==> src/hw/rtl/mtg_pkg.sv <==
// Shared constants, types and the tempering function for the MT19937 generator.
// No dependencies; used by every module of the block.
package mtg_pkg;

    localparam int unsigned MT_N    = 624;
    localparam int unsigned MT_M    = 397;
    localparam int unsigned WORD_W  = 32;
    localparam int unsigned ADDR_W  = $clog2(MT_N);
    localparam int unsigned BOUND_W = 31;
    localparam int unsigned FUNC_W  = 2;

    localparam logic [WORD_W-1:0] INIT_MULT    = 32'h6c07_8965;
    localparam logic [WORD_W-1:0] MATRIX_A     = 32'h9908_b0df;
    localparam logic [WORD_W-1:0] TEMPER_B     = 32'h9d2c_5680;
    localparam logic [WORD_W-1:0] TEMPER_C     = 32'hefc6_0000;
    localparam logic [WORD_W-1:0] DEFAULT_SEED = 32'd4357;

    typedef enum logic [FUNC_W-1:0] {
        FUNC_RESEED = 2'd0,
        FUNC_RAW    = 2'd1,
        FUNC_HALF   = 2'd2,
        FUNC_MOD    = 2'd3
    } func_t;

    typedef enum logic [3:0] {
        ST_IDLE,
        ST_SEED_MUL,
        ST_SEED_ADD,
        ST_REGEN_PRE,
        ST_REGEN_RD1,
        ST_REGEN_RD2,
        ST_REGEN_WR,
        ST_DRAW_RD,
        ST_DRAW_DATA,
        ST_MOD_DIV
    } state_t;

    function automatic logic [WORD_W-1:0] temper(input logic [WORD_W-1:0] x);
        logic [WORD_W-1:0] y;
        y = x ^ (x >> 11);
        y = y ^ ((y << 7) & TEMPER_B);
        y = y ^ ((y << 15) & TEMPER_C);
        y = y ^ (y >> 18);
        return y;
    endfunction

endpackage

==> src/hw/rtl/mtg_rem_unit.sv <==
// Bit-serial restoring remainder unit: 32-bit dividend by 31-bit nonzero divisor.
// One quotient bit per cycle; depends on mtg_pkg for widths.
module mtg_rem_unit (
    input  logic                        clk,
    input  logic                        rst_n,
    input  logic                        start,
    input  logic [mtg_pkg::WORD_W-1:0]  dividend,
    input  logic [mtg_pkg::BOUND_W-1:0] divisor,
    output logic                        done,
    output logic [mtg_pkg::BOUND_W-1:0] rem
);
    import mtg_pkg::*;

    localparam int unsigned CNT_W = $clog2(WORD_W);

    logic               busy_reg, busy_next;
    logic               done_reg, done_next;
    logic [CNT_W-1:0]   cnt_reg, cnt_next;
    logic [WORD_W-1:0]  dvd_reg, dvd_next;
    logic [BOUND_W-1:0] rem_reg, rem_next;
    logic [BOUND_W-1:0] div_reg, div_next;
    logic [WORD_W-1:0]  trial;
    logic [WORD_W-1:0]  diff;

    // partial remainder stays below the divisor, so the shifted trial fits 32 bits
    assign trial = {rem_reg, dvd_reg[WORD_W-1]};
    assign diff  = trial - {1'b0, div_reg};

    always_comb
    begin
        busy_next = busy_reg;
        done_next = 1'b0;
        cnt_next  = cnt_reg;
        dvd_next  = dvd_reg;
        rem_next  = rem_reg;
        div_next  = div_reg;
        if (busy_reg)
        begin
            dvd_next = {dvd_reg[WORD_W-2:0], 1'b0};
            if (trial >= {1'b0, div_reg})
            begin
                rem_next = diff[BOUND_W-1:0];
            end
            else
            begin
                rem_next = trial[BOUND_W-1:0];
            end
            cnt_next = cnt_reg - 1'b1;
            if (cnt_reg == '0)
            begin
                busy_next = 1'b0;
                done_next = 1'b1;
            end
        end
        else if (start)
        begin
            busy_next = 1'b1;
            cnt_next  = CNT_W'(WORD_W - 1);
            dvd_next  = dividend;
            rem_next  = '0;
            div_next  = divisor;
        end
    end

    always_ff @(posedge clk or negedge rst_n)
    begin
        if (!rst_n)
        begin
            busy_reg <= 1'b0;
            done_reg <= 1'b0;
            cnt_reg  <= '0;
        end
        else
        begin
            busy_reg <= busy_next;
            done_reg <= done_next;
            cnt_reg  <= cnt_next;
        end
    end

    always_ff @(posedge clk)
    begin
        dvd_reg <= dvd_next;
        rem_reg <= rem_next;
        div_reg <= div_next;
    end

    assign done = done_reg;
    assign rem  = rem_reg;

endmodule

==> config.mk <==
export PLATFORM = sky130hd
export DESIGN_NAME = mtg_rem_unit
export DESIGN_NICKNAME = d
export VERILOG_FILES = /design/src/hw/rtl/mtg_pkg.sv /design/src/hw/rtl/mtg_rem_unit.sv
export SDC_FILE = /design/constraint.sdc
export NUM_CORES = 1
export LEC_CHECK = 0
export ABC_CLOCK_PERIOD_IN_PS = 2490
export CORE_MARGIN = 2
export CORE_UTILIZATION = 25
export CTS_CLUSTER_DIAMETER = 80
export DETAILED_ROUTE_END_ITERATION = 12
export DONT_BUFFER_PORTS = 1
export GPL_ROUTABILITY_DRIVEN = 0
export GPL_TIMING_DRIVEN = 1
export PLACE_DENSITY = 0.39
export RECOVER_POWER = 100
export SETUP_SLACK_MARGIN = 0.3
export SLEW_MARGIN = 15
export SYNTH_ARGS = -nofsm -noshare
export SYNTH_HDL_FRONTEND = slang
export SYNTH_SLANG_ARGS = --single-unit
==> constraint.sdc <==
create_clock -name clk -period 2.49 [get_ports clk]
set_input_delay 0.1245 -clock clk [delete_from_list [all_inputs] [get_ports clk]]
set_output_delay 0.1245 -clock clk [all_outputs]
set_load 0.01 [all_outputs]
After elaboration in Yosys (flattened, before gate mapping). Index checks and enable logic that the tools add are counted.

Bits in latches: 0. Register bits: 101. Bits in read-only memories: 0. Memories kept: 0. Memory bits (writable): 0.

Bitwise logic cells: 1. Reductions and logical operators: 3. $add $sub $neg: 2. $mul: 0. $lt $le $gt $ge: 1. Eq/ne operators: 0. Shift operators: 0. Multiplexer cells: 12. Divide/modulo/power cells: 0.

Operator list (count): 31-bit two-way mux (3); 32-bit two-way mux (2); 32-bit by 31-bit greater-or-equal comparator with 1-bit output (1); 31-bit subtractor (1); 5-bit two-way mux (2); 5-bit zero test (1); 1-bit two-way mux (5); 5-bit by 1-bit subtractor with 5-bit output, second input constant (1); 2-bit AND reduction (1); 2-bit nonzero test (1); 1-bit inverter (1).

Logic depth before layout (Yosys ltp). Gate-level depths: netlist of run 1.

Word-level depth: 3. Depth in mapped cells: 13. Mapped depth without buffers: 11.

Least setup slack after synthesis of run 1. Ideal clock, no wire load.

Path type: register to register. Start point: reg rem_reg[1], in the netlist rem[1]. End point: reg rem_reg[18], in the netlist rem[18], data pin. Path buffers: 0. Slack: -0.324 ns. Cell stages (with the launch flop): 10. Arrival: 2.552 ns. Library setup time: 0.262 ns. Path through: edfxtp_1 -> ha_1 -> nor2b_4 -> o31a_1 -> o211a_1 -> or4_4 -> a31o_2 -> a21oi_1 -> xor2_1 -> o21ai_0.

Cells in the longest elaborated chain, start to end: 3. Elaborated cells on any way between the ends: 4. Classes of those cells: add/sub (1); order compare (1); mux (2).

Ends and longest elaborated chain: start: declaration (RTL line mtg_rem_unit.sv:20) `logic [BOUND_W-1:0] rem_reg, rem_next;`; start signal: assignment (RTL line mtg_rem_unit.sv:84) `rem_reg <= rem_next;`; 31-bit subtractor or 32-bit by 31-bit greater-or-equal comparator with 1-bit output (tied branches) (RTL line mtg_rem_unit.sv:27, mtg_rem_unit.sv:40); 31-bit two-way mux (*) (RTL line mtg_rem_unit.sv:40) `if (trial >= {1'b0, div_reg})`; 31-bit two-way mux (*) (RTL line mtg_rem_unit.sv:37) `if (busy_reg)`.

Every way passes the cells marked *; elsewhere a longest branch is shown, timed or not. A chain may end at the register's enable or synchronous reset.

Final worst setup path of run 1.
Start point: reg dvd_reg[31]. End point: reg rem_reg[25], in the netlist rem[25], data pin.

Cells in the longest elaborated chain, start to end: 3. Elaborated cells on any way between the ends: 4. Classes of those cells: add/sub (1); order compare (1); mux (2).

Ends and longest elaborated chain: start: declaration (RTL line mtg_rem_unit.sv:19) `logic [WORD_W-1:0] dvd_reg, dvd_next;`; start signal: assignment (RTL line mtg_rem_unit.sv:83) `dvd_reg <= dvd_next;`; 31-bit subtractor or 32-bit by 31-bit greater-or-equal comparator with 1-bit output (tied branches) (RTL line mtg_rem_unit.sv:27, mtg_rem_unit.sv:40); 31-bit two-way mux (*) (RTL line mtg_rem_unit.sv:40); 31-bit two-way mux (*) (RTL line mtg_rem_unit.sv:37).

Marks and branches as above.

==> flow_summary.json, run 1 <==
{
  "status": "finished with violations",
  "violations": "negative setup slack",
  "ys_seq_elements": 101,
  "syn_nets": 642,
  "crit_required_ns": 2.71,
  "dpl.hpwl_mm": 11.98,
  "via_per_inst": 4.571,
  "end_kind": "register",
  "htreeDepth": 3,
  "utilization_pct": 36.92,
  "cts_root_buf": "clkbuf_16",
  "grt_max_degree": 34,
  "die_w_um": 156.7,
  "fin_nets": 834,
  "post-route-period-util_pct": 116.6,
  "min_from": "dividend[30]",
  "crit_path_cell_trace": "inv_2, ha_4, fa_2, nor2b_4, o31a_1, o211a_1, or4_4, nand4_4, and2_4, clkbuf_16, nand3_1, o21ai_1",
  "met1_usage_pct": 17.98,
  "dieArea_um2": 24540,
  "worst_path_max_delay_cell": "or4_4",
  "grt_pass1_vias": 5016,
  "ys.flop_type": "edfxtp_1",
  "track_usage_pct": 14.13,
  "start_util_pct": 25.58,
  "path_class": "register to register",
  "tightest_slew_ns": 1.075,
  "ys.warnings.count": 0,
  "syn2layout_area_growth_pct": 44.37,
  "fin_skew_ns": 0.01617,
  "busiest_layer": "met2",
  "crit_fanout": 6,
  "whs_path_depth": 1,
  "maxSlewHeadroom_pct": 28.04,
  "grt_overflow": 0,
  "grt_pass1_wl_mm": 26.80,
  "firstDrtPassIters": 4,
  "syn_avg_cell_area_um2": 10.75,
  "ant_nets": 0,
  "io_pins": 98,
  "r2r-end": "rem[25]",
  "hold_class": "input port to register",
  "core_area_um2": 22780,
  "min_to": "dvd_reg[30]",
  "drv_cap": 0,
  "clk_pin_slew_worst_paths_ns": 0.08,
  "netlist_area_um2": 5826,
  "fmax_ghz": 0.3444,
  "synth_cell_types": 67,
  "synth_seq_area_share_pct": 51.29,
  "timing.final.setup_violations": 31,
  "initialDrtViolationCount": 222,
  "cts.sinks": 101,
  "p_per_area_nw_per_um2": 1314,
  "drt-wirelength-per-cell_um": 16.28,
  "r2r_start": "dvd_reg[31]",
  "diodes": 0,
  "hold_violations": 0,
  "r2r_cells": 12,
  "peakVddDrop_uv": 384.1,
  "port_buffers": 0,
  "slew_violations": 0,
  "yosys-top-cells-area": "edfxtp_1 48%, ha_1 7.1%, a22o_1 4.7%",
  "syn_inst": 542,
  "finalWorstSetupSlack_ns": -0.4132,
  "largest_register_ffs": 32,
  "grt_setup_unrepaired": "yes",
  "ff2ff_setup_slack_ns": -0.41,
  "antenna_found_initial": 0,
  "cpPeakStageDelay_ns": 0.57,
  "die_h_um": 156.7,
  "synth_area_leader_cell": "edfxtp_1",
  "async_reset_ff_share_pct": 6.931,
  "fillerInstances": 2317,
  "tns_ns": -11.36,
  "clk_latency_ns": 0.36,
  "layout-drive-gt1-share_pct": 27.06,
  "row_count": 55,
  "grtUsageMet3_pct": 3.711,
  "clk_path_buf_depth": 2,
  "power_leakage_uw": 0.003486,
  "drc": 0,
  "cts_tree": "done",
  "worstPathArrival_ns": 3.12,
  "synth-edff-count": 93,
  "synth_top_area_share_pct": 47.94,
  "drt-total-wl_mm": 17.13,
  "period_needed_ns": 2.903,
  "cts_buffers": 9,
  "grtUsageMet2_pct": 24.12,
  "start_kind": "register",
  "vias": 4809
}
## worst max-delay path by stage
stage / start / to / slack, ns / cells after the start
CTS: dvd_reg[31] / rem[5] / -0.33 / 12
finish: dvd_reg[31] / rem[25] / -0.41 / 12
global route: dvd_reg[31] / rem[19] / -0.49 / 12
floorplan: dvd_reg[31] / rem[18] / -0.22 / 11
detailed placement: dvd_reg[31] / rem[21] / -0.37 / 12
global placement: rem[0] / rem[29] / -0.39 / 10
## cell type report
class                      instances  area (um^2)  area share (%)
clock buffer                      10        229.0           2.722
timing repair buffer             210         1752           20.83
sequential                       101         2989           35.54
inverter                          45        170.2           2.023
tap                              313        391.6           4.656
multi-input combinational        367         2825           33.59
clock inverter                     6        53.80          0.6397
## critical path: cells and delay by family, from the launching register on
kind | cells | cell delay (ns)
AO/OA/AOI/OAI | 3 | 0.61
adder cells (fa/ha/maj) | 2 | 0.38
buffers and inverters | 2 | 0.27
flip-flops | 1 | 0.40
AND/OR/NAND/NOR | 5 | 1.08
## through the flow
stage,hold WS [ns],setup slack [ns],cell area [um^2],cells,total power [uW]
global placement,-0.1708,-0.3885,7211,959,8791
global route,0.002731,-0.4873,8411,1052,11920
finish,0.009201,-0.4132,8411,1052,11050
detailed placement,-0.1709,-0.3695,7211,959,8855
CTS,0.01046,-0.3310,8422,1046,11030
floorplan,-0.1711,-0.2200,5896,542,6449
## cell families (layout without fill, tap and decap cells)
kind of cell	count (synthesis)	after routing	synth area share, %
XOR/XNOR	24	24	3.608
adder cells (fa/ha/maj)	34	34	7.431
multiplexers	1	1	0.1718
buffers and inverters	75	271	5.949
AND/OR/NAND/NOR	148	149	12.71
flip-flops	101	101	51.29
AO/OA/AOI/OAI	159	159	18.84
## synthesized netlist by cell type, types with 5 or more instances
library cell,n
nand2_1,52
inv_1,45
nand3_1,26
o21a_1,5
edfxtp_1,93
dfrtp_1,7
o21ai_0,23
a21o_1,8
xor2_1,10
xnor2_1,14
nand4_1,6
nor2_1,28
o211ai_1,5
a211oi_1,6
a21oi_1,46
o21bai_1,5
a22o_1,31
clkbuf_1,16
ha_1,33
buf_2,7
## what timing repair did
item | 4_1_cts | 5_1_grt
pin swaps | 15 | 13
gates resized for setup | 42 | 28
buffers inserted | 3 | 4
cloned | 3 | 2
setup endpoints to repair | 31 | 31
hold endpoints to repair | 71 | 0
hold buffers | 65 | 0
## cell usage in the layout, fill, tap and decap left out, drive strengths merged, types with 7 or more instances in the layout
master,n
buf,111
edfxtp,93
dlygate4sd3,65
nand2,53
inv,48
a21oi,47
clkbuf,44
ha,33
a22o,31
nor2,28
nand3,26
o21ai,24
xnor2,14
xor2,10
a21o,8
nand4,7
dfrtp,7
## power breakdown
group | leakage, uW | total [uW] | internal (uW) | switching, uW
Clock | 0.000141 | 1420 | 703 | 716
Sequential | 0.00107 | 2980 | 2670 | 303
Combinational | 0.00228 | 6650 | 3330 | 3320
Total | 0.00349 | 11000 | 6710 | 4340
## per-layer routing
layer,wire length [um],vias to the layer above
met5,0,-
met4,144,0
met3,888,12
met2,8241,105
met1,7854,2300
li1,-,2392
No activity file was read; power rests on OpenSTA's default activity.
==> run 2: changes to the inputs <==
- CORE_UTILIZATION: 25 -> 45
- PLACE_DENSITY: 0.39 -> 0.61
==> run 2 against run 1 <==
- the run still ends with negative setup slack left
- clock skew is 0.0055 ns lower
- first-iteration DRC count grew 64%
- count of clock-buffer cells in the layout is the same
- sequential cell count unchanged
- register-to-register slack gained 0.15 ns
- sequential share of layout area increased by 1.1 points
- largest power group unchanged
- highest routed layer unchanged
- non-clock buffer count down 19
- cell area decreased by 3.0%
- combinational power decreased by 4.7%
- critical path depth unchanged
- fmax up 5.5%
==> flow_summary.json, run 2 (same netlist as run 1, synthesis figures left out) <==
{
  "maxSlewHeadroom_pct": 41.36,
  "start_util_pct": 46.16,
  "post-route-period-util_pct": 110.5,
  "crit_cells": 12,
  "cts_buffers": 9,
  "antenna_found_initial": 0,
  "worstPathArrival_ns": 2.86,
  "start_kind": "register",
  "period_needed_ns": 2.751,
  "final_cell_mix": "118 x buf_4, 93 x edfxtp_1, 66 x dlygate4sd3_1, 45 x nand2_1, 43 x inv_1",
  "fin_skew_ns": 0.01070,
  "r2r-end": "rem[28]",
  "peakVddDrop_uv": 614.6,
  "ff2ff_setup_slack_ns": -0.26,
  "io_pins": 98,
  "firstDrtPassIters": 5,
  "end_kind": "register",
  "drc": 0,
  "via_per_inst": 5.460,
  "p_per_area_nw_per_um2": 1323,
  "clk_latency_ns": 0.36,
  "layout-drive-gt1-share_pct": 28.93,
  "initialDrtViolationCount": 365,
  "r2r_start": "div_reg[0]",
  "utilization_pct": 64.62,
  "core_area_um2": 12620,
  "die_h_um": 117.8,
  "dpl.hpwl_mm": 10.23,
  "mostFrequentLayoutCell": "buf_4",
  "crit_path_cell_trace": "ha_4, fa_2, nor2b_4, o31a_1, o211a_1, buf_4, nor3_2, buf_4, and4_4, or3_1, nand3_2, a21oi_2",
  "drt-wirelength-per-cell_um": 16.75,
  "grt_overflow": 0,
  "syn2layout_area_growth_pct": 39.99,
  "track_usage_pct": 21.68,
  "die_w_um": 117.8,
  "hold_violations": 0,
  "dpl_cell_area_um2": 6867,
  "drt-total-wl_mm": 14.92,
  "grtUsageMet3_pct": 6.928,
  "fmax_ghz": 0.3635,
  "busiest_layer": "met2",
  "cts.sinks": 101,
  "timing.final.setup_violations": 31,
  "dp_slack_ns": -0.3597,
  "clk_path_buf_depth": 2,
  "htreeDepth": 3,
  "r2r_cells": 12,
  "violations": "negative setup slack",
  "port_buffers": 0,
  "power_uw": 10790,
  "cpPeakStageDelay_ns": 0.43,
  "power_leakage_uw": 0.003477,
  "worst_path_max_delay_cell": "edfxtp_1",
  "ant_nets": 0,
  "grt_pass1_vias": 5058,
  "grtUsageMet2_pct": 37.35,
  "fin_nets": 814,
  "clk_pin_slew_worst_paths_ns": 0.07,
  "grt_max_degree": 66,
  "status": "finished with violations",
  "vias": 4865,
  "crit_buf_inv": 2,
  "diodes": 0,
  "design_area_um2": 8155,
  "cts_tree": "done",
  "finalWorstSetupSlack_ns": -0.2611,
  "drv_cap": 0,
  "slew_violations": 0,
  "cts_root_buf": "clkbuf_16",
  "path_class": "register to register",
  "row_count": 41,
  "grt_pass1_wl_mm": 24.04,
  "largest_register_ffs": 32,
  "crit_required_ns": 2.59,
  "hold_class": "input port to async pin",
  "grt_setup_unrepaired": "yes",
  "worst_path_most_repeated_cell": "buf_4",
  "crit_fanout": 4,
  "met1_usage_pct": 25.79,
  "tightest_slew_ns": 0.8796,
  "crit_family": "simple AND/OR/NAND/NOR gates",
  "dieArea_um2": 13870
}
-- run 2: report_power, final --
part           switching (uW)  internal [uW]
Clock                     656            790
Combinational            3150           3190
Sequential                326           2670
-- run 2: area by class of cell --
class	count	area (um^2)
fill	1019	4464
sequential	101	2989
multi-input combinational	366	2821
timing repair buffer	191	1659
clock buffer	10	229.0
tap	172	215.2
inverter	45	172.7
clock inverter	6	68.82
-- run 2: what timing repair did --
action                                 in CTS  in global routing
setup endpoints to repair                  31                 31
cloned                                      1                  0
hold buffers                               66                  0
pin swaps                                  13                 13
gates resized for setup                    42                 32
buffers inserted                            3                  1
endpoints found under the hold margin      72                  0
-- run 2: worst max-delay path by stage --
stage	end	slack, ns	startpoint
final	rem[28]	-0.26	div_reg[0]
after global routing	rem[19]	-0.38	dvd_reg[31]
after CTS	rem[18]	-0.29	dvd_reg[31]
after detailed placement	rem[19]	-0.36	dvd_reg[31]
after global placement	rem[27]	-0.30	dvd_reg[31]
after floorplan	rem[18]	-0.22	dvd_reg[31]
-- run 2: layer usage --
layer,vias up,wire length (um)
met1,2370,6267
met4,0,217
met3,21,852
met2,118,7585
met5,-,0
li1,2356,-
-- run 2: stage by stage --
| step | instances | setup TNS, ns | hold WS (ns) |
|---|---|---|---|
| floorplan | 542 | -5.305 | -0.1711 |
| detailed placement | 804 | -9.362 | -0.1709 |
| finish | 891 | -6.592 | 0.09092 |
| global route | 891 | -10.15 | 0.1020 |
| global placement | 804 | -7.954 | -0.1709 |
| CTS | 890 | -7.582 | 0.08142 |
-- run 2: worst reg2reg max path, delay by kind of cell (launching register included) --
kind | cells | cell delay, ns
buffers and inverters | 2 | 0.27
and+or+nand+nor | 5 | 0.80
adders and majority gates | 2 | 0.62
DFF | 1 | 0.43
AOI/OAI and AO/OA | 3 | 0.37
